### src/sv/pdr_pkg.sv
// Shared constants, types and arithmetic helpers of the pot dimmer.
package pdr_pkg;

  localparam int NUM_SAMPLES   = 8;
  localparam int SAMPLE_FIELDS = 8;
  localparam int SAMPLE_W      = 12;
  localparam int SAMPLE_CNT    = (NUM_SAMPLES < 1) ? 1 :
                                 ((NUM_SAMPLES > SAMPLE_FIELDS) ? SAMPLE_FIELDS : NUM_SAMPLES);
  localparam int NUM_LANES     = (SAMPLE_CNT + 1) / 2;
  localparam int LSUM_W        = SAMPLE_W + 1;
  localparam int SUM_W         = SAMPLE_W + $clog2(SAMPLE_CNT);
  localparam int AVG_K         = SUM_W + 3;
  localparam int RECIP_W       = AVG_K + 1;
  localparam int AVG_RECIP     = (2 ** AVG_K + SAMPLE_CNT - 1) / SAMPLE_CNT;

  localparam int PCT_W    = 7;
  localparam int DUTY_W   = 8;
  localparam int RP_W     = 8;
  localparam int SMOOTH_W = 20;
  localparam int THR_W    = 7;

  localparam logic [PCT_W-1:0] PCT_MAX = 7'd100;

  localparam int IN_DATA_W  = RP_W + SAMPLE_FIELDS * SAMPLE_W;  // 104
  localparam int OUT_DATA_W = 24;

  // x/10 = (x * DIV10_M) >> 27, exact for x below 2^24
  localparam logic [26:0] DIV10_M = 27'd13421773;
  // y/100 = (y * DUTY_M) >> 21, exact for y up to 25500
  localparam logic [14:0] DUTY_M  = 15'd20972;

  typedef enum logic [0:0] {
    REG_CHANGE = 1'b0,
    REG_CANCEL = 1'b1
  } cfg_reg_t;

  typedef logic [LSUM_W-1:0] lsum_t;

  typedef struct packed {
    logic            action;
    logic [RP_W-1:0] remote_percent;
  } meta_t;

  typedef struct packed {
    logic [PCT_W-1:0] pct;
    logic             applied;
    logic             ovr;
  } res_t;

  function automatic logic [SMOOTH_W-1:0] div10(input logic [23:0] x);
    logic [50:0] p;
    p = 51'(x) * 51'(DIV10_M);
    return p[46:27];
  endfunction

  // raw*100/4095 via the divide-by-(2^n - 1) identity
  function automatic logic [PCT_W-1:0] pct_of(input logic [SAMPLE_W-1:0] raw);
    logic [19:0] x;
    logic [19:0] q;
    x = (20'(raw) << 6) + (20'(raw) << 5) + (20'(raw) << 2);
    q = x + (x >> 12) + 20'd1;
    return q[18:12];
  endfunction

  function automatic logic [DUTY_W-1:0] duty_of(input logic [PCT_W-1:0] pct);
    logic [14:0] m;
    logic [29:0] p;
    m = (15'(pct) << 8) - 15'(pct);
    p = 30'(m) * 30'(DUTY_M);
    return p[28:21];
  endfunction

  function automatic logic [PCT_W-1:0] abs_diff(input logic [PCT_W-1:0] a,
                                                input logic [PCT_W-1:0] b);
    return (a >= b) ? (a - b) : (b - a);
  endfunction

endpackage

### src/sv/pdr_lane.sv
// One summing lane: adds a pair of potentiometer readings and registers the sum.
module pdr_lane (
  input  logic                          clk,
  input  logic                          en,
  input  logic                          use_hi,
  input  logic [pdr_pkg::SAMPLE_W-1:0]  s_lo,
  input  logic [pdr_pkg::SAMPLE_W-1:0]  s_hi,
  output pdr_pkg::lsum_t                sum_r
);

  pdr_pkg::lsum_t sum_nxt;

  // drop the upper reading when it lies beyond the sample count
  assign sum_nxt = pdr_pkg::LSUM_W'(s_lo) +
                   (use_hi ? pdr_pkg::LSUM_W'(s_hi) : '0);

  always_ff @(posedge clk) begin
    if (en) begin
      sum_r <= sum_nxt;
    end
  end

endmodule

### src/sv/pdr_merge.sv
// Merge stage: totals the lane sums and divides by the sample count.
module pdr_merge (
  input  logic                                                    clk,
  input  logic                                                    en,
  input  logic [pdr_pkg::NUM_LANES-1:0][pdr_pkg::LSUM_W-1:0]      lane_sum,
  input  pdr_pkg::meta_t                                          meta_in,
  output logic [pdr_pkg::SAMPLE_W-1:0]                            avg_r,
  output pdr_pkg::meta_t                                          meta_r
);

  localparam int PROD_W = pdr_pkg::SUM_W + pdr_pkg::RECIP_W;

  logic [pdr_pkg::SUM_W-1:0]    total;
  logic [PROD_W-1:0]            prod;
  logic [pdr_pkg::SAMPLE_W-1:0] avg_nxt;

  always_comb begin
    total = '0;
    for (int i = 0; i < pdr_pkg::NUM_LANES; i++) begin
      total = total + pdr_pkg::SUM_W'(lane_sum[i]);
    end
    prod    = PROD_W'(total) * PROD_W'(pdr_pkg::AVG_RECIP);
    avg_nxt = prod[pdr_pkg::AVG_K +: pdr_pkg::SAMPLE_W];
  end

  always_ff @(posedge clk) begin
    if (en) begin
      avg_r  <= avg_nxt;
      meta_r <= meta_in;
    end
  end

endmodule

### src/sv/pdr_ctrl.sv
// Control stage: smoother, percent mapping, override and apply decisions.
module pdr_ctrl (
  input  logic                           clk,
  input  logic                           rst_n,
  input  logic                           load,
  input  pdr_pkg::meta_t                 meta,
  input  logic [pdr_pkg::SAMPLE_W-1:0]   avg,
  input  logic [pdr_pkg::THR_W-1:0]      chg_thr,
  input  logic [pdr_pkg::THR_W-1:0]      cnl_thr,
  output pdr_pkg::res_t                  res_r
);

  logic [pdr_pkg::SMOOTH_W-1:0] smooth_r, smooth_nxt;
  logic                         sval_r, sval_nxt;
  logic                         ovr_r, ovr_nxt;
  logic [pdr_pkg::PCT_W-1:0]    base_r, base_nxt;
  logic [pdr_pkg::PCT_W-1:0]    apct_r, apct_nxt;
  pdr_pkg::res_t                res_nxt;

  logic [pdr_pkg::SMOOTH_W-1:0] avg_q;
  logic [23:0]                  mix;
  logic [pdr_pkg::SMOOTH_W-1:0] smooth_calc;
  logic [pdr_pkg::PCT_W-1:0]    phys;
  logic [pdr_pkg::PCT_W-1:0]    rpct;
  logic                         cancel;
  logic                         do_apply;

  always_comb begin
    avg_q       = {avg, 8'd0};
    mix         = (24'(smooth_r) << 3) + 24'(smooth_r) + 24'(avg_q);
    smooth_calc = sval_r ? pdr_pkg::div10(mix) : avg_q;
    phys        = pdr_pkg::pct_of(smooth_calc[pdr_pkg::SMOOTH_W-1:8]);
    rpct        = (meta.remote_percent > 8'(pdr_pkg::PCT_MAX)) ? pdr_pkg::PCT_MAX
                                                               : meta.remote_percent[6:0];
    cancel      = ovr_r && (pdr_pkg::abs_diff(phys, base_r) >= cnl_thr);
    do_apply    = (!ovr_r || cancel) && (pdr_pkg::abs_diff(phys, apct_r) >= chg_thr);

    smooth_nxt = smooth_r;
    sval_nxt   = sval_r;
    ovr_nxt    = ovr_r;
    base_nxt   = base_r;
    apct_nxt   = apct_r;
    res_nxt    = res_r;

    if (load) begin
      if (meta.action) begin
        // remote request: baseline from the smoother, or the raw average if empty
        apct_nxt = rpct;
        ovr_nxt  = 1'b1;
        base_nxt = sval_r ? pdr_pkg::pct_of(smooth_r[pdr_pkg::SMOOTH_W-1:8])
                          : pdr_pkg::pct_of(avg);
      end else begin
        smooth_nxt = smooth_calc;
        sval_nxt   = 1'b1;
        if (cancel) begin
          ovr_nxt = 1'b0;
        end
        if (do_apply) begin
          apct_nxt = phys;
        end
      end
      res_nxt.pct     = apct_nxt;
      res_nxt.applied = meta.action || do_apply;
      res_nxt.ovr     = ovr_nxt;
    end
  end

  always_ff @(posedge clk) begin
    if (!rst_n) begin
      smooth_r <= '0;
      sval_r   <= 1'b0;
      ovr_r    <= 1'b0;
      base_r   <= '0;
      apct_r   <= '0;
    end else begin
      smooth_r <= smooth_nxt;
      sval_r   <= sval_nxt;
      ovr_r    <= ovr_nxt;
      base_r   <= base_nxt;
      apct_r   <= apct_nxt;
    end
  end

  always_ff @(posedge clk) begin
    res_r <= res_nxt;
  end

endmodule

### src/sv/pot_dimmer_with_remote_override_core.sv
// Top level of the pot dimmer with remote override.
//
//   channel   ports                         direction   contents
//   in        in_tvalid/tready/tdata/tuser  slave       eight readings, remote percent
//   out       out_tvalid/tready/tdata       master      brightness and status
//   cfg       cfg_we/addr/wdata             write only  change / cancel thresholds
//
// Four register stages: lanes, merge, control, output; a request passes through
// them in that order before it appears on out_tvalid.
// One request per cycle while out_tready allows; the smoother, override and
// applied level sit in single registers of the control stage that feed back on load.
// Synchronous reset clears all valids and the control state, and loads the
// thresholds with 1 (change) and 8 (cancel).
// An output stall reaches in_tready in the same cycle through the stage enables
// once every stage holds a request; empty stages keep accepting.
module pot_dimmer_with_remote_override_core (
  input  logic                              clk,
  input  logic                              rst_n,
  input  logic                              in_tvalid,
  output logic                              in_tready,
  // remote_percent[7:0], sample_0[19:8] ... sample_7[103:92]
  input  logic [pdr_pkg::IN_DATA_W-1:0]     in_tdata,
  // action[0]
  input  logic                              in_tuser,
  output logic                              out_tvalid,
  input  logic                              out_tready,
  // brightness[7:0], level_percent[14:8], led_on[15], applied[16],
  // override_active[17], zero fill[23:18]
  output logic [pdr_pkg::OUT_DATA_W-1:0]    out_tdata,
  input  logic                              cfg_we,
  input  logic [0:0]                        cfg_addr,
  input  logic [pdr_pkg::THR_W-1:0]         cfg_wdata
);

  logic [pdr_pkg::THR_W-1:0] chg_thr_r;
  logic [pdr_pkg::THR_W-1:0] cnl_thr_r;

  logic a_valid_r, b_valid_r, c_valid_r, out_valid_r;
  logic a_en, b_en, c_en, d_en;

  logic [pdr_pkg::SAMPLE_FIELDS-1:0][pdr_pkg::SAMPLE_W-1:0] smp;
  logic [pdr_pkg::NUM_LANES-1:0][pdr_pkg::LSUM_W-1:0]       lane_sum;
  pdr_pkg::meta_t                a_meta_r;
  pdr_pkg::meta_t                in_meta;
  pdr_pkg::meta_t                b_meta;
  logic [pdr_pkg::SAMPLE_W-1:0]  b_avg;
  pdr_pkg::res_t                 c_res;

  logic [pdr_pkg::DUTY_W-1:0]    bright_r;
  logic [pdr_pkg::PCT_W-1:0]     level_r;
  logic                          led_r;
  logic                          applied_r;
  logic                          ovr_r;
  logic [pdr_pkg::DUTY_W-1:0]    duty;

  // stage enables: a stage advances when empty or when its successor advances
  assign d_en      = !out_valid_r || out_tready;
  assign c_en      = !c_valid_r || d_en;
  assign b_en      = !b_valid_r || c_en;
  assign a_en      = !a_valid_r || b_en;
  assign in_tready = a_en;

  assign smp                    = in_tdata[pdr_pkg::IN_DATA_W-1:pdr_pkg::RP_W];
  assign in_meta.action         = in_tuser;
  assign in_meta.remote_percent = in_tdata[pdr_pkg::RP_W-1:0];

  always_ff @(posedge clk) begin
    if (!rst_n) begin
      chg_thr_r <= 7'd1;
      cnl_thr_r <= 7'd8;
    end else if (cfg_we) begin
      case (cfg_addr)
        pdr_pkg::REG_CHANGE: chg_thr_r <= cfg_wdata;
        pdr_pkg::REG_CANCEL: cnl_thr_r <= cfg_wdata;
        default: ;
      endcase
    end
  end

  always_ff @(posedge clk) begin
    if (!rst_n) begin
      a_valid_r   <= 1'b0;
      b_valid_r   <= 1'b0;
      c_valid_r   <= 1'b0;
      out_valid_r <= 1'b0;
    end else begin
      if (a_en) a_valid_r   <= in_tvalid;
      if (b_en) b_valid_r   <= a_valid_r;
      if (c_en) c_valid_r   <= b_valid_r;
      if (d_en) out_valid_r <= c_valid_r;
    end
  end

  for (genvar g = 0; g < pdr_pkg::NUM_LANES; g++) begin : g_lane
    pdr_lane u_lane (
      .clk    (clk),
      .en     (a_en),
      .use_hi (1'((2 * g + 1) < pdr_pkg::SAMPLE_CNT)),
      .s_lo   (smp[2 * g]),
      .s_hi   (smp[2 * g + 1]),
      .sum_r  (lane_sum[g])
    );
  end

  always_ff @(posedge clk) begin
    if (a_en) begin
      a_meta_r <= in_meta;
    end
  end

  pdr_merge u_merge (
    .clk      (clk),
    .en       (b_en),
    .lane_sum (lane_sum),
    .meta_in  (a_meta_r),
    .avg_r    (b_avg),
    .meta_r   (b_meta)
  );

  pdr_ctrl u_ctrl (
    .clk     (clk),
    .rst_n   (rst_n),
    .load    (c_en && b_valid_r),
    .meta    (b_meta),
    .avg     (b_avg),
    .chg_thr (chg_thr_r),
    .cnl_thr (cnl_thr_r),
    .res_r   (c_res)
  );

  assign duty = pdr_pkg::duty_of(c_res.pct);

  always_ff @(posedge clk) begin
    if (d_en) begin
      bright_r  <= duty;
      level_r   <= c_res.pct;
      led_r     <= (duty != '0);
      applied_r <= c_res.applied;
      ovr_r     <= c_res.ovr;
    end
  end

  assign out_tvalid = out_valid_r;
  assign out_tdata  = {6'd0, ovr_r, applied_r, led_r, level_r, bright_r};

endmodule

### config.mk
export PLATFORM = sky130hd
export DESIGN_NAME = pot_dimmer_with_remote_override_core
export DESIGN_NICKNAME = d
export VERILOG_FILES = /design/src/sv/pdr_pkg.sv /design/src/sv/pdr_lane.sv /design/src/sv/pdr_merge.sv /design/src/sv/pdr_ctrl.sv /design/src/sv/pot_dimmer_with_remote_override_core.sv
export SDC_FILE = /design/constraint.sdc
export NUM_CORES = 1
export LEC_CHECK = 0
export BUFFER_PORTS_ARGS = -buffer_cell sky130_fd_sc_hd__buf_2
export CAP_MARGIN = 20
export CORE_ASPECT_RATIO = 1.4
export CORE_UTILIZATION = 50
export CTS_CLUSTER_SIZE = 14
export DETAILED_ROUTE_END_ITERATION = 10
export PLACE_DENSITY = 0.67
export SKIP_LAST_GASP = 1
export SLEW_MARGIN = 20
export SYNTH_ARGS = -nofsm -noshare
export SYNTH_HDL_FRONTEND = slang
export SYNTH_HIERARCHICAL = 1
export SYNTH_SLANG_ARGS = --single-unit
### constraint.sdc
create_clock -name clk -period 20.2 [get_ports clk]
set_input_delay 1.01 -clock clk [delete_from_list [all_inputs] [get_ports clk]]
set_output_delay 1.01 -clock clk [all_outputs]
set_load 0.05 [all_outputs]
Word-level counts from Yosys, hierarchy flattened:

Cells that the tools add are included.

* add/subtract/negate cells: 26
* multipliers: 2
* magnitude comparators: 5
* muxes and demuxes: 9
* bitwise logic cells: 2
* reductions and logical operators: 19

Operator list (count)
* 19-bit by 14-bit adder with 20-bit output: 3
* 18-bit by 17-bit adder with 19-bit output: 3
* 19-bit by 1-bit adder with 19-bit output (second input constant): 3
* 19-bit by 8-bit adder with 19-bit output: 3
* 12-bit by 12-bit adder with 13-bit output: 4
* 24-bit by 24-bit multiplier with 47-bit output (second input constant): 1
* 7-bit two-way mux: 6
* 15-bit by 13-bit adder with 15-bit output: 2
* 7-bit greater-or-equal comparator: 4
* 7-bit subtractor: 4
* 15-bit by 13-bit multiplier with 27-bit output (second input constant): 1
* 23-bit by 20-bit adder with 24-bit output: 1
* 24-bit by 20-bit adder with 24-bit output: 1
* 20-bit two-way mux: 1
* 15-bit by 7-bit subtractor with 15-bit output: 1
* 13-bit by 13-bit adder with 14-bit output: 1
* 8-bit by 7-bit greater-than comparator with 1-bit output (second input constant): 1
* 2-bit AND reduction: 4
* 8-bit nonzero test: 1
* 1-bit logical OR: 6
* 1-bit zero test: 5
* 1-bit logical AND: 3
* 1-bit two-way mux: 2
* 1-bit inverter: 2

* bits in registers: 163
* input port bits: 118
* output and inout bits: 26
* logic and storage cells: 91

Depth between registers and ports, before layout:

Gate-level depths: netlist of the first run.

* depth after elaboration: 16
* mapped depth: 84
* mapped depth without buffers: 82

Hierarchy:

Netlist of the first run, hierarchy kept.

Modules (own cells, without submodules)
* pdr_ctrl: instances 1, cells each 1891, area each 17465.5 um^2, sequential area each 991.0 um^2
* pot_dimmer_with_remote_override_core: instances 1, cells each 571, area each 5684.2 um^2, sequential area each 1171.1 um^2
* pdr_lane: instances 4, cells each 108, area each 1094.8 um^2, sequential area each 390.4 um^2
* pdr_merge: instances 1, cells each 192, area each 1953.1 um^2, sequential area each 630.6 um^2

Worst setup path before layout of the first run:

OpenSTA, ideal clock, no wires.

* kind: register to register
* from: reg u_ctrl/smooth_r[2] (netlist name)
* to: reg u_ctrl/res_r[5] (netlist name), data pin
* setup time: 0.265 ns
* arrival time: 16.537 ns
* required time: 19.935 ns
* path slack: 3.398 ns
* stages on the path, launching flop included: 78
* path buffers: 1
* period minus slack after synthesis: 16.802 ns
* cells stage by stage: dfxtp_1 -> ha_1 -> ha_1 -> a21o_1 -> a21oi_1 -> o21ai_0 -> a21oi_1 -> o21ai_0 -> a21oi_1 -> o211ai_1 -> a31oi_1 -> o21bai_1 -> a2111o_1 -> nand2_1 -> xnor2_1 -> ha_1 -> fa_1 -> ha_1 -> [... 42 more ...] -> a21o_1 -> a21oi_1 -> o21ai_0 -> a21o_1 -> a21o_1 -> buf_1 -> mux2i_1 -> xor2_1 -> ha_1 -> a21o_1 -> a21o_1 -> a21o_1 -> a21oi_1 -> o21ai_0 -> o21ai_1 -> nor2_1 -> a222oi_1 -> inv_1

* cells in the longest elaborated chain, start to end: 16
* elaborated cells between the ends (all ways): 23
* those cells by class: add/sub: 10; mul: 1; order compare: 4; mux: 5; reduce/logical: 3

RTL lines
* start, declared: RTL line pdr_ctrl.sv:13 `logic [pdr_pkg::SMOOTH_W-1:0] smooth_r, smooth_nxt;`
* start signal, assigned: RTL line pdr_ctrl.sv:76 `smooth_r <= smooth_nxt;`
* 23-bit by 20-bit adder with 24-bit output *: RTL line pdr_ctrl.sv:30 `mix = (24'(smooth_r) << 3) + 24'(smooth_r) + 24'(avg_q);`
* 24-bit by 20-bit adder with 24-bit output *: RTL line pdr_ctrl.sv:30
* 24-bit by 24-bit multiplier with 47-bit output *: RTL line pdr_pkg.sv:52 `p = 51'(x) * 51'(DIV10_M);`
* 20-bit two-way mux *: RTL line pdr_ctrl.sv:31 `smooth_calc = sval_r ? pdr_pkg::div10(mix) : avg_q;`
* named net u_ctrl.smooth_calc, one bit: RTL line pdr_ctrl.sv:22 `logic [pdr_pkg::SMOOTH_W-1:0] smooth_calc;`
* 18-bit by 17-bit adder with 19-bit output: RTL line pdr_pkg.sv:60 `x = (20'(raw) << 6) + (20'(raw) << 5) + (20'(raw) << 2);`
* 19-bit by 14-bit adder with 20-bit output *: RTL line pdr_pkg.sv:60
* 19-bit by 8-bit adder with 19-bit output *: RTL line pdr_pkg.sv:61 `q = x + (x >> 12) + 20'd1;`
* 19-bit by 1-bit adder with 19-bit output *: RTL line pdr_pkg.sv:61
* 7-bit subtractor / 7-bit greater-or-equal comparator (equally long branches): RTL line pdr_pkg.sv:75 `return (a >= b) ? (a - b) : (b - a);`
* 7-bit two-way mux: RTL line pdr_pkg.sv:75
* 7-bit greater-or-equal comparator: RTL line pdr_ctrl.sv:35 `cancel = ovr_r && (pdr_pkg::abs_diff(phys, base_r) >= cnl_thr);`
* 1-bit logical AND: RTL line pdr_ctrl.sv:35
* 1-bit logical OR: RTL line pdr_ctrl.sv:36 `do_apply = (!ovr_r || cancel) && (pdr_pkg::abs_diff(phys, apct_r) >= chg_thr);`
* 1-bit logical AND: RTL line pdr_ctrl.sv:36
* 7-bit two-way mux *: RTL line pdr_ctrl.sv:58 `if (do_apply) begin`
* 7-bit two-way mux *: RTL line pdr_ctrl.sv:46 `if (meta.action) begin`
* end signal, assigned: RTL line pdr_ctrl.sv:85 `res_r <= res_nxt;`
* end, declared: RTL line pdr_ctrl.sv:10 `output pdr_pkg::res_t res_r`

Mark *: on every way through the listed nets, which the timed path passes. The rest lies on a longest branch.
A chain may end at the register's enable or synchronous reset.

Final worst setup path of the first run:

* from: reg u_ctrl/smooth_r[1] (netlist name)
* to: reg u_ctrl/res_r[5] (netlist name), data pin

Same word-level chain as after synthesis.

==> results_dict.tcl, run 1 <==
set metrics [dict create \
    path_class "reg2reg" \
    r2r.worst_path.cells 74 \
    yosysSeqAreaShare 0.148 \
    numCtsBuffers 17 \
    avgRoutedWirePerCell_um 18.3 \
    place.gp.congestion 0.949 \
    final_antenna_net_count 0 \
    synth_area_leaders "fa_1 (24%), ha_1 (23%), edfxtp_1 (11%), inv_1 (8.6%), dfxtp_1 (3.7%)" \
    finalSetupTns_ns 0 \
    synth_enable_flop_cells 109 \
    dp.cells 3961 \
    antenna_found_initial 0 \
    hold_class "reg2reg" \
    holdPathStages 0 \
    hold_start "a_meta_r[0]" \
    final_cell_mix "inv_1 (677), ha_1 (535), fa_1 (353)" \
    ys_types 97 \
    place_hpwl_mm 63.2 \
    finalNonFillerCells 3995 \
    slowest_stage "fa_1" \
    ys.flop_type "edfxtp_1" \
    worst_ep_required_time_ns 20.40 \
    r2r-end "u_ctrl/res_r[5]" \
    grt_pass1_wl_mm 120 \
    n_fill_cell 5126 \
    r2r_slack_ns 1.29 \
    place_area_um2 31100 \
    max_stage_delay_ns 0.59 \
    status "finished clean" \
    slew_headroom 0.307 \
    worst_pin_slew_ns 1.03 \
    clkLatencyLatePin_ns 0.47 \
    clockBufferDepth 2 \
    dieWidth_um 207 \
    io_buffers 137 \
    grt_pass1_vias 23765 \
    core_area_um2 57900 \
    r2r-start "u_ctrl/smooth_r[1]" \
    grt_max_degree 60 \
    htree_levels 4 \
    clk_pin_slew_worst_paths_ns 0.09 \
    final_layout_size_suffix_gt1_frac 0.0833 \
    yosysTopAreaCell "fa_1" \
    start_kind "flop" \
    synth_top_area_frac 0.240 \
    grt.total_usage 0.254 \
    cp_max_fo 13 \
    postSynthCellCount 3086 \
    mostFrequentLayoutCell "inv_1" \
    stdcell_area_um2 31800 \
    drt_first_pass_iters 6 \
    cts_hold_buf 0 \
    finalHoldViolations 0 \
    rsz0062_at_grt "false" \
    fmax_ghz 0.0529 \
    start_util 0.509 \
    clkSinkCount 163 \
    rows 104 \
    critPathBufInv 7 \
    nNetsFinal 4246 \
    postSynthAreaPerCell_um2 9.55 \
    io_pins 144 \
    post-route-period-util 0.936 \
    cts_tree "yes" \
    drc_errors 0 \
    num_antenna_cells 0 \
    setup_viol 0 \
    via_per_inst 5.53 \
    drv_cap 0 \
    dieHeight_um 289 \
    dieArea_um2 60000 \
    crit_top_cell "a21o_1" \
    utilization 0.549 \
    async_flop_share 0 \
    post-route-min-period_ns 18.91 \
    drt_iter0_drc 982 \
    areaGrowthSynthToFinish_pct 7.81 \
    endpoint_kind "flop" \
    fin_worst_skew_ns 0.0164 \
    drv_slew 0 \
    synth_seq_cells 163 \
    yosysWarnings 6 \
    synthesis.area_um2 29500 \
    grt.overflow.total 0 \
    clockRootBuffer "clkbuf_16" \
    vias 22081 \
    routed_wl_mm 73.1 \
    cp_data_arrival_time_ns 19.11 \
    path_delay_family "compound AO/OA/AOI/OAI gates" \
    holdPathEnd "u_merge/meta_r[0]" \
]
-- metrics by stage --
step | hold slack (ns) | setup slack (ns)
3_5_place_dp | 0.405 | 0.646
3_3_place_gp | 0.404 | 1.48
6_report | 0.412 | 1.29
4_1_cts | 0.419 | 0.577
5_1_grt | 0.433 | 0.141
2_1_floorplan | 0.400 | 3.40
-- cell families after synthesis --
kind of cell               share of synthesized area
AOI/OAI and AO/OA                              0.130
buffers and inverters                         0.0937
and+or+nand+nor                                0.103
adders and majority gates                      0.467
muxes                                         0.0115
DFF                                            0.148
xor gates and xnor gates                      0.0477
other                                       0.000255
-- metal layers --
metal,part of all wire,global-route usage,wire (µm)
met1,0.39,0.277,28400
met2,0.55,0.503,40100
met3,0.023,0.0179,1680
met4,0.041,0.107,2970
met5,0,0,0
-- synth_stat cells (12+ instances only) --
cell type / instances
nor2b_1: 45
o31ai_1: 13
a21oi_1: 140
and3_1: 22
a21boi_0: 23
xnor2_1: 108
nor3b_1: 13
xor2_1: 45
or4_1: 14
o21ai_0: 82
nand2_1: 110
o21ai_1: 12
nand2b_1: 33
edfxtp_1: 109
mux2i_1: 27
ha_1: 535
nor2_1: 93
a31oi_1: 13
a31o_2: 12
inv_1: 677
a211oi_1: 16
dfxtp_1: 54
and2_1: 70
nand3_1: 59
clkbuf_1: 26
o21bai_1: 22
o21a_1: 27
fa_1: 353
nor3_1: 40
a21o_1: 70
nand4_1: 14
o211ai_1: 22
-- worst max path at each step --
stage,slack (ns),start,cells past startpoint,end
6_report,1.29,u_ctrl/smooth_r[1],74,u_ctrl/res_r[5]
5_1_grt,0.14,u_ctrl/smooth_r[0],77,u_ctrl/apct_r[0]
4_1_cts,0.58,u_ctrl/smooth_r[0],77,u_ctrl/res_r[5]
3_5_place_dp,0.65,u_ctrl/smooth_r[0],77,u_ctrl/res_r[5]
3_3_place_gp,1.48,u_ctrl/smooth_r[0],77,u_ctrl/res_r[5]
2_1_floorplan,3.40,u_ctrl/smooth_r[2],77,u_ctrl/res_r[5]
-- repair_timing --
item,CTS,global route
buffers inserted,0,2
gates resized for setup,0,5
endpoints found under the setup margin,0,15
-- flip-flops by register name, summed over array words and instances, names as in the netlist --
name and count:
g_lane.u_lane/sum_r 52, u_ctrl/smooth_r 20, u_merge/avg_r 12, a_meta_r 9, u_ctrl/res_r 9, u_merge/meta_r 9
bright_r 8, chg_thr_r 7, cnl_thr_r 7, level_r 7, u_ctrl/apct_r 7, u_ctrl/base_r 7
a_valid_r 1, applied_r 1, b_valid_r 1, c_valid_r 1, led_r 1, out_tvalid 1
ovr_r 1, u_ctrl/ovr_r 1, u_ctrl/sval_r 1
-- area by class of cell --
| cell class | instances | area (µm²) | area share |
|---|---|---|---|
| clock inverters | 15 | 179 | 0.00563 |
| multi-input cells | 2214 | 22500 | 0.707 |
| inverters | 681 | 2560 | 0.0804 |
| flip-flops and latches | 163 | 4360 | 0.137 |
| well taps | 742 | 928 | 0.0292 |
| clock buffers | 17 | 425 | 0.0134 |
| repair buffers | 163 | 881 | 0.0277 |
Power of run 1 is left out: the tool's default activity adds up to more than one toggle a clock period on the data nets, which glitch-free logic cannot reach.
==> run 2, diff against run 1 <==
--- a/config.mk
+++ b/config.mk
@@ -11,6 +11,7 @@
 export CORE_UTILIZATION = 50
 export CTS_CLUSTER_SIZE = 14
 export DETAILED_ROUTE_END_ITERATION = 10
+export MAX_ROUTING_LAYER = met4
 export PLACE_DENSITY = 0.67
 export SKIP_LAST_GASP = 1
 export SLEW_MARGIN = 20
==> run 2 against run 1 <==
Compared with the run above: via count fell by 0.61%; die area did not move; register-to-register slack improved by 0.098 ns; sequential cell count did not move; critical path depth rose by 1; setup slack improved by 0.098 ns; clock skew barely moved; final cell count barely moved; final area rose by 0.11%; critical endpoint unchanged; largest cell class unchanged.
==> results_dict.tcl, run 2 (synthesis results as in run 1) <==
set metrics [dict create \
    status "finished clean" \
    cp_data_arrival_time_ns 19.02 \
    num_antenna_cells 0 \
    clkSinkCount 163 \
    slew_headroom 0.326 \
    dieWidth_um 207 \
    dieHeight_um 289 \
    multi_input_area_um2 22500 \
    clk_pin_slew_worst_paths_ns 0.08 \
    final_antenna_net_count 0 \
    layout_setup_ws_ns 1.39 \
    final_cell_mix "inv_1 (677), ha_1 (535), fa_1 (353)" \
    post-route-min-period_ns 18.81 \
    regArea_um2 4360 \
    dieArea_um2 60000 \
    io_buffers 137 \
    nNetsFinal 4245 \
    worst_ep_required_time_ns 20.41 \
    htree_levels 4 \
    fin_worst_skew_ns 0.0160 \
    drt_first_pass_iters 6 \
    hold_class "reg2reg" \
    drt_iter0_drc 1057 \
    routed_wl_mm 73.7 \
    grt_pass1_vias 23644 \
    worst_pin_slew_ns 1.01 \
    avgRoutedWirePerCell_um 18.4 \
    drv_slew 0 \
    dp.cells 3961 \
    rsz0062_at_grt "false" \
    finalNonFillerCells 3994 \
    fmax_ghz 0.0532 \
    via_per_inst 5.49 \
    path_class "reg2reg" \
    cts_tree "yes" \
    slowest_stage "fa_1" \
    antenna_found_initial 0 \
    place_hpwl_mm 63.5 \
    cp_max_fo 13 \
    r2r.worst_path.cells 75 \
    io_pins 144 \
    drc_errors 0 \
    clkLatencyLatePin_ns 0.47 \
    holdPathStages 0 \
    grt.overflow.total 0 \
    areaGrowthSynthToFinish_pct 7.93 \
    grt_max_degree 60 \
    max_stage_delay_ns 0.57 \
    setup_viol 0 \
    start_kind "flop" \
    numCtsBuffers 17 \
    finalHoldViolations 0 \
    grt_pass1_wl_mm 120 \
    top_regs "g_lane.u_lane/sum_r x52, u_ctrl/smooth_r x20, u_merge/avg_r x12" \
    vias 21947 \
    post-route-period-util 0.931 \
    clockRootBuffer "clkbuf_16" \
    clockBufferDepth 2 \
    n_fill_cell 5148 \
    rows 104 \
    pre_cts_ws_ns 0.940 \
    grt.total_usage 0.263 \
    endpoint_kind "flop" \
    largest_reg_flops 52 \
    core_area_um2 57900 \
    place.gp.congestion 0.979 \
    finalSetupTns_ns 0 \
    mostFrequentLayoutCell "inv_1" \
    start_util 0.509 \
    final_layout_size_suffix_gt1_frac 0.0833 \
    top_register "g_lane.u_lane/sum_r" \
    drv_cap 0 \
]
## run 2: cell count changes in the layout (fill, tap and decap cells not counted), moves of 2 or more
| cell | previous run | this run |
|---|---|---|
| inv_4 | 3 | 0 |
| buf_4 | 26 | 24 |
| inv_8 | 4 | 0 |
| inv_12 | 0 | 3 |
| inv_6 | 1 | 5 |
## run 2: layout make-up
type,count,share of cell area
clock buffers,17,0.0134
repair buffers,162,0.0276
flip-flops and latches,163,0.137
inverters,681,0.0803
clock inverters,15,0.00625
well taps,742,0.0292
multi-input cells,2214,0.706
## run 2: worst paths after layout
check                     start              end  slack [ns]
max          u_ctrl/smooth_r[2]  u_ctrl/res_r[5]        1.39
min             u_ctrl/res_r[0]            ovr_r        0.42
min reg2reg     u_ctrl/res_r[0]            ovr_r        0.42
max reg2reg  u_ctrl/smooth_r[2]  u_ctrl/res_r[5]        1.39
## run 2: timing repair
item	4_1_cts	5_1_grt
setup buffers	0	0
hold buffers	0	0
setup endpoints to repair	0	15
resized for setup	0	6
## run 2: metal layers
| layer | vias up | wire, µm | track usage |
|---|---|---|---|
| met5 | - | 0 | - |
| met2 | 493 | 40200 | 0.503 |
| li1 | 10611 | - | - |
| met1 | 10697 | 28400 | 0.276 |
| met3 | 146 | 1860 | 0.0206 |
| met4 | 0 | 3190 | 0.114 |
## run 2: metrics by stage
stage          area [µm²]   util  hold WS, ns
3_5_place_dp        31100  0.538        0.405
2_1_floorplan       29500      -        0.400
4_1_cts             31800  0.549        0.423
5_1_grt             31800  0.550        0.429
6_report            31800  0.550        0.421
3_3_place_gp        31100  0.538        0.401
## run 2: worst max-delay path: cells and delay by family (launching register included)
kind | cells | cell delay [ns]
compound gates | 34 | 8.29
fa+ha+maj | 15 | 6.07
simple gates | 11 | 1.61
buf+inv | 10 | 0.92
xor+xnor | 3 | 0.61
mux | 2 | 0.55
flops | 1 | 0.49
Power of run 2 is left out for the same reason.
==> run 3, diff against run 2 <==
--- a/config.mk
+++ b/config.mk
@@ -17,5 +17,4 @@
 export SLEW_MARGIN = 20
 export SYNTH_ARGS = -nofsm -noshare
 export SYNTH_HDL_FRONTEND = slang
-export SYNTH_HIERARCHICAL = 1
 export SYNTH_SLANG_ARGS = --single-unit
==> run 3 against run 2 <==
Compared with the run above: core utilization is 0.10 points higher; global-route usage is 0.38 points lower; count of clock-buffer cells in the layout stayed put; area after synthesis is 6.0% lower; critical path depth is 4 lower; sequential cell count stayed put; largest cell class unchanged.
==> results_dict.tcl, run 3 <==
set metrics [dict create \
    grt_pass1_vias 21898 \
    cp_data_arrival_time_ns 19.10 \
    vias 20368 \
    cts_tree "yes" \
    numCtsBuffers 17 \
    fmax_ghz 0.0529 \
    dieHeight_um 281 \
    slowest_stage "a2111oi_1" \
    io_buffers 137 \
    yosysWarnings 0 \
    start_util 0.509 \
    grt_pass1_wl_mm 111 \
    r2r.worst_path.cells 71 \
    mostFrequentLayoutCell "inv_1" \
    setup_viol 0 \
    r2r-end "u_ctrl.res_r[2]" \
    fin_worst_skew_ns 0.0211 \
    yosysTopAreaCell "ha_1" \
    cp_max_fo 12 \
    whs_ns 0.424 \
    rows 101 \
    synthTopCellsByCount "inv_1 (637), ha_1 (548), fa_1 (341)" \
    cts_setup_buffers 0 \
    ys.flop_type "edfxtp_1" \
    place_hpwl_mm 59.2 \
    synth_enable_flop_cells 109 \
    yosysSeqAreaShare 0.157 \
    slew_headroom 0.310 \
    clockRootBuffer "clkbuf_16" \
    via_per_inst 5.42 \
    drv_cap 0 \
    nNetsFinal 4030 \
    synth_top_area_frac 0.247 \
    clkLatencyLatePin_ns 0.46 \
    top_regs "g_lane.u_lane.sum_r x52, u_ctrl.smooth_r x20, u_merge.avg_r x12" \
    grt_max_degree 63 \
    core_area_um2 54500 \
    postSynthCellCount 2875 \
    postSynthAreaPerCell_um2 9.64 \
    clkSinkCount 163 \
    synth_area_leaders "ha_1 (25%), fa_1 (25%), edfxtp_1 (12%), inv_1 (8.6%), dfxtp_1 (3.9%)" \
    drt_first_pass_iters 5 \
    clk_pin_slew_worst_paths_ns 0.09 \
    finalHoldViolations 0 \
    final_antenna_net_count 0 \
    post-route-min-period_ns 18.90 \
    r2r-start "u_ctrl.smooth_r[2]" \
    synth_seq_cells 163 \
    final_cell_mix "inv_1 (637), ha_1 (548), fa_1 (341)" \
    worst_ep_required_time_ns 20.40 \
    cts_hold_buf 0 \
    yosysMostFrequentCell "inv_1" \
    endpoint_kind "flop" \
    worst_pin_slew_ns 1.02 \
    post-route-period-util 0.936 \
    grt.overflow.total 0 \
    crit_path_end "u_ctrl.res_r[2]" \
    drt_iter0_drc 794 \
    final_layout_size_suffix_gt1_frac 0.0764 \
    r2r_slack_ns 1.30 \
    crit_path_start "u_ctrl.smooth_r[2]" \
    largest_reg_flops 52 \
    grt.total_usage 0.259 \
    path_class "reg2reg" \
    utilization 0.551 \
    status "finished clean" \
    drc_errors 0 \
    ys_types 89 \
    drv_slew 0 \
    dieArea_um2 56400 \
    areaGrowthSynthToFinish_pct 8.15 \
    dieWidth_um 201 \
    finalSetupTns_ns 0 \
    top_register "g_lane.u_lane.sum_r" \
    async_flop_share 0 \
    place.gp.congestion 0.975 \
    avgRoutedWirePerCell_um 18.1 \
    antenna_found_initial 0 \
    start_kind "flop" \
    cts_resized 0 \
    hold_class "reg2reg" \
    clockBufferDepth 2 \
    routed_wl_mm 68.0 \
    max_stage_delay_ns 0.61 \
    io_pins 144 \
    htree_levels 4 \
    synthesis.area_um2 27700 \
    num_antenna_cells 0 \
]
[run 3: cell count changes after synthesis, moves of 14 or more]
cell / previous run / this run
nor2_1: 93 / 136
nand3_1: 59 / 40
nor2b_1: 45 / 26
nand2_1: 110 / 139
mux2i_1: 27 / 13
nor3_1: 40 / 25
inv_1: 677 / 637
o21ai_0: 82 / 101
and2_1: 70 / 17
a21oi_1: 140 / 123
[run 3: worst min-delay path by stage]
stage	from	cells past startpoint	to
6_report	a_meta_r[0]	0	u_merge.meta_r[0]
5_1_grt	a_meta_r[4]	0	u_merge.meta_r[4]
4_1_cts	a_meta_r[0]	0	u_merge.meta_r[0]
3_5_place_dp	a_meta_r[0]	0	u_merge.meta_r[0]
3_3_place_gp	a_meta_r[6]	0	u_merge.meta_r[6]
2_1_floorplan	u_ctrl.res_r[1]	0	applied_r
[run 3: cell families (layout without fill, tap and decap cells)]
logic type,count (synthesis),count (layout),share of synthesized area
compound gates,496,496,0.118
xor+xnor,155,155,0.0492
fa+ha+maj,891,891,0.494
buf+inv,672,828,0.0922
flops,163,163,0.157
mux,17,17,0.00632
other cells,1,6,0.000135
simple gates,480,480,0.0829
[run 3: layout make-up]
class,count,area (µm²)
clock buffer,17,425
clock inverter,15,191
fill,4871,24500
inverter,638,2390
multi-input combinational,2045,20900
sequential,163,4350
tap,721,902
timing repair buffer,158,843
[run 3: metal layers]
| layer | vias to the layer above | part of all wire | track usage |
|---|---|---|---|
| li1 | 9805 | - | - |
| met1 | 9914 | 0.40 | 0.283 |
| met2 | 499 | 0.53 | 0.473 |
| met3 | 150 | 0.030 | 0.0224 |
| met4 | 0 | 0.050 | 0.124 |
| met5 | - | 0 | - |
[run 3: through the flow]
step                      worst slack (ns)  area, µm²  cells
final                                 1.30      30000   3757
after global routing               -0.0137      30000   3757
after CTS                            0.384      30000   3757
after detailed placement             0.504      29300   3725
after global placement               0.997      29300   3725
after floorplan                       3.51      27700   2880
[run 3: worst max-delay path: cells and delay by family (launching register included)]
family,cells,cell delay [ns]
xor gates and xnor gates,4,1.13
muxes,2,0.74
buffers and inverters,7,0.56
and+or+nand+nor,12,2.63
adders and majority gates,15,6.11
DFF,1,0.60
AOI/OAI and AO/OA,31,6.86
Power of run 3 is left out for the same reason.
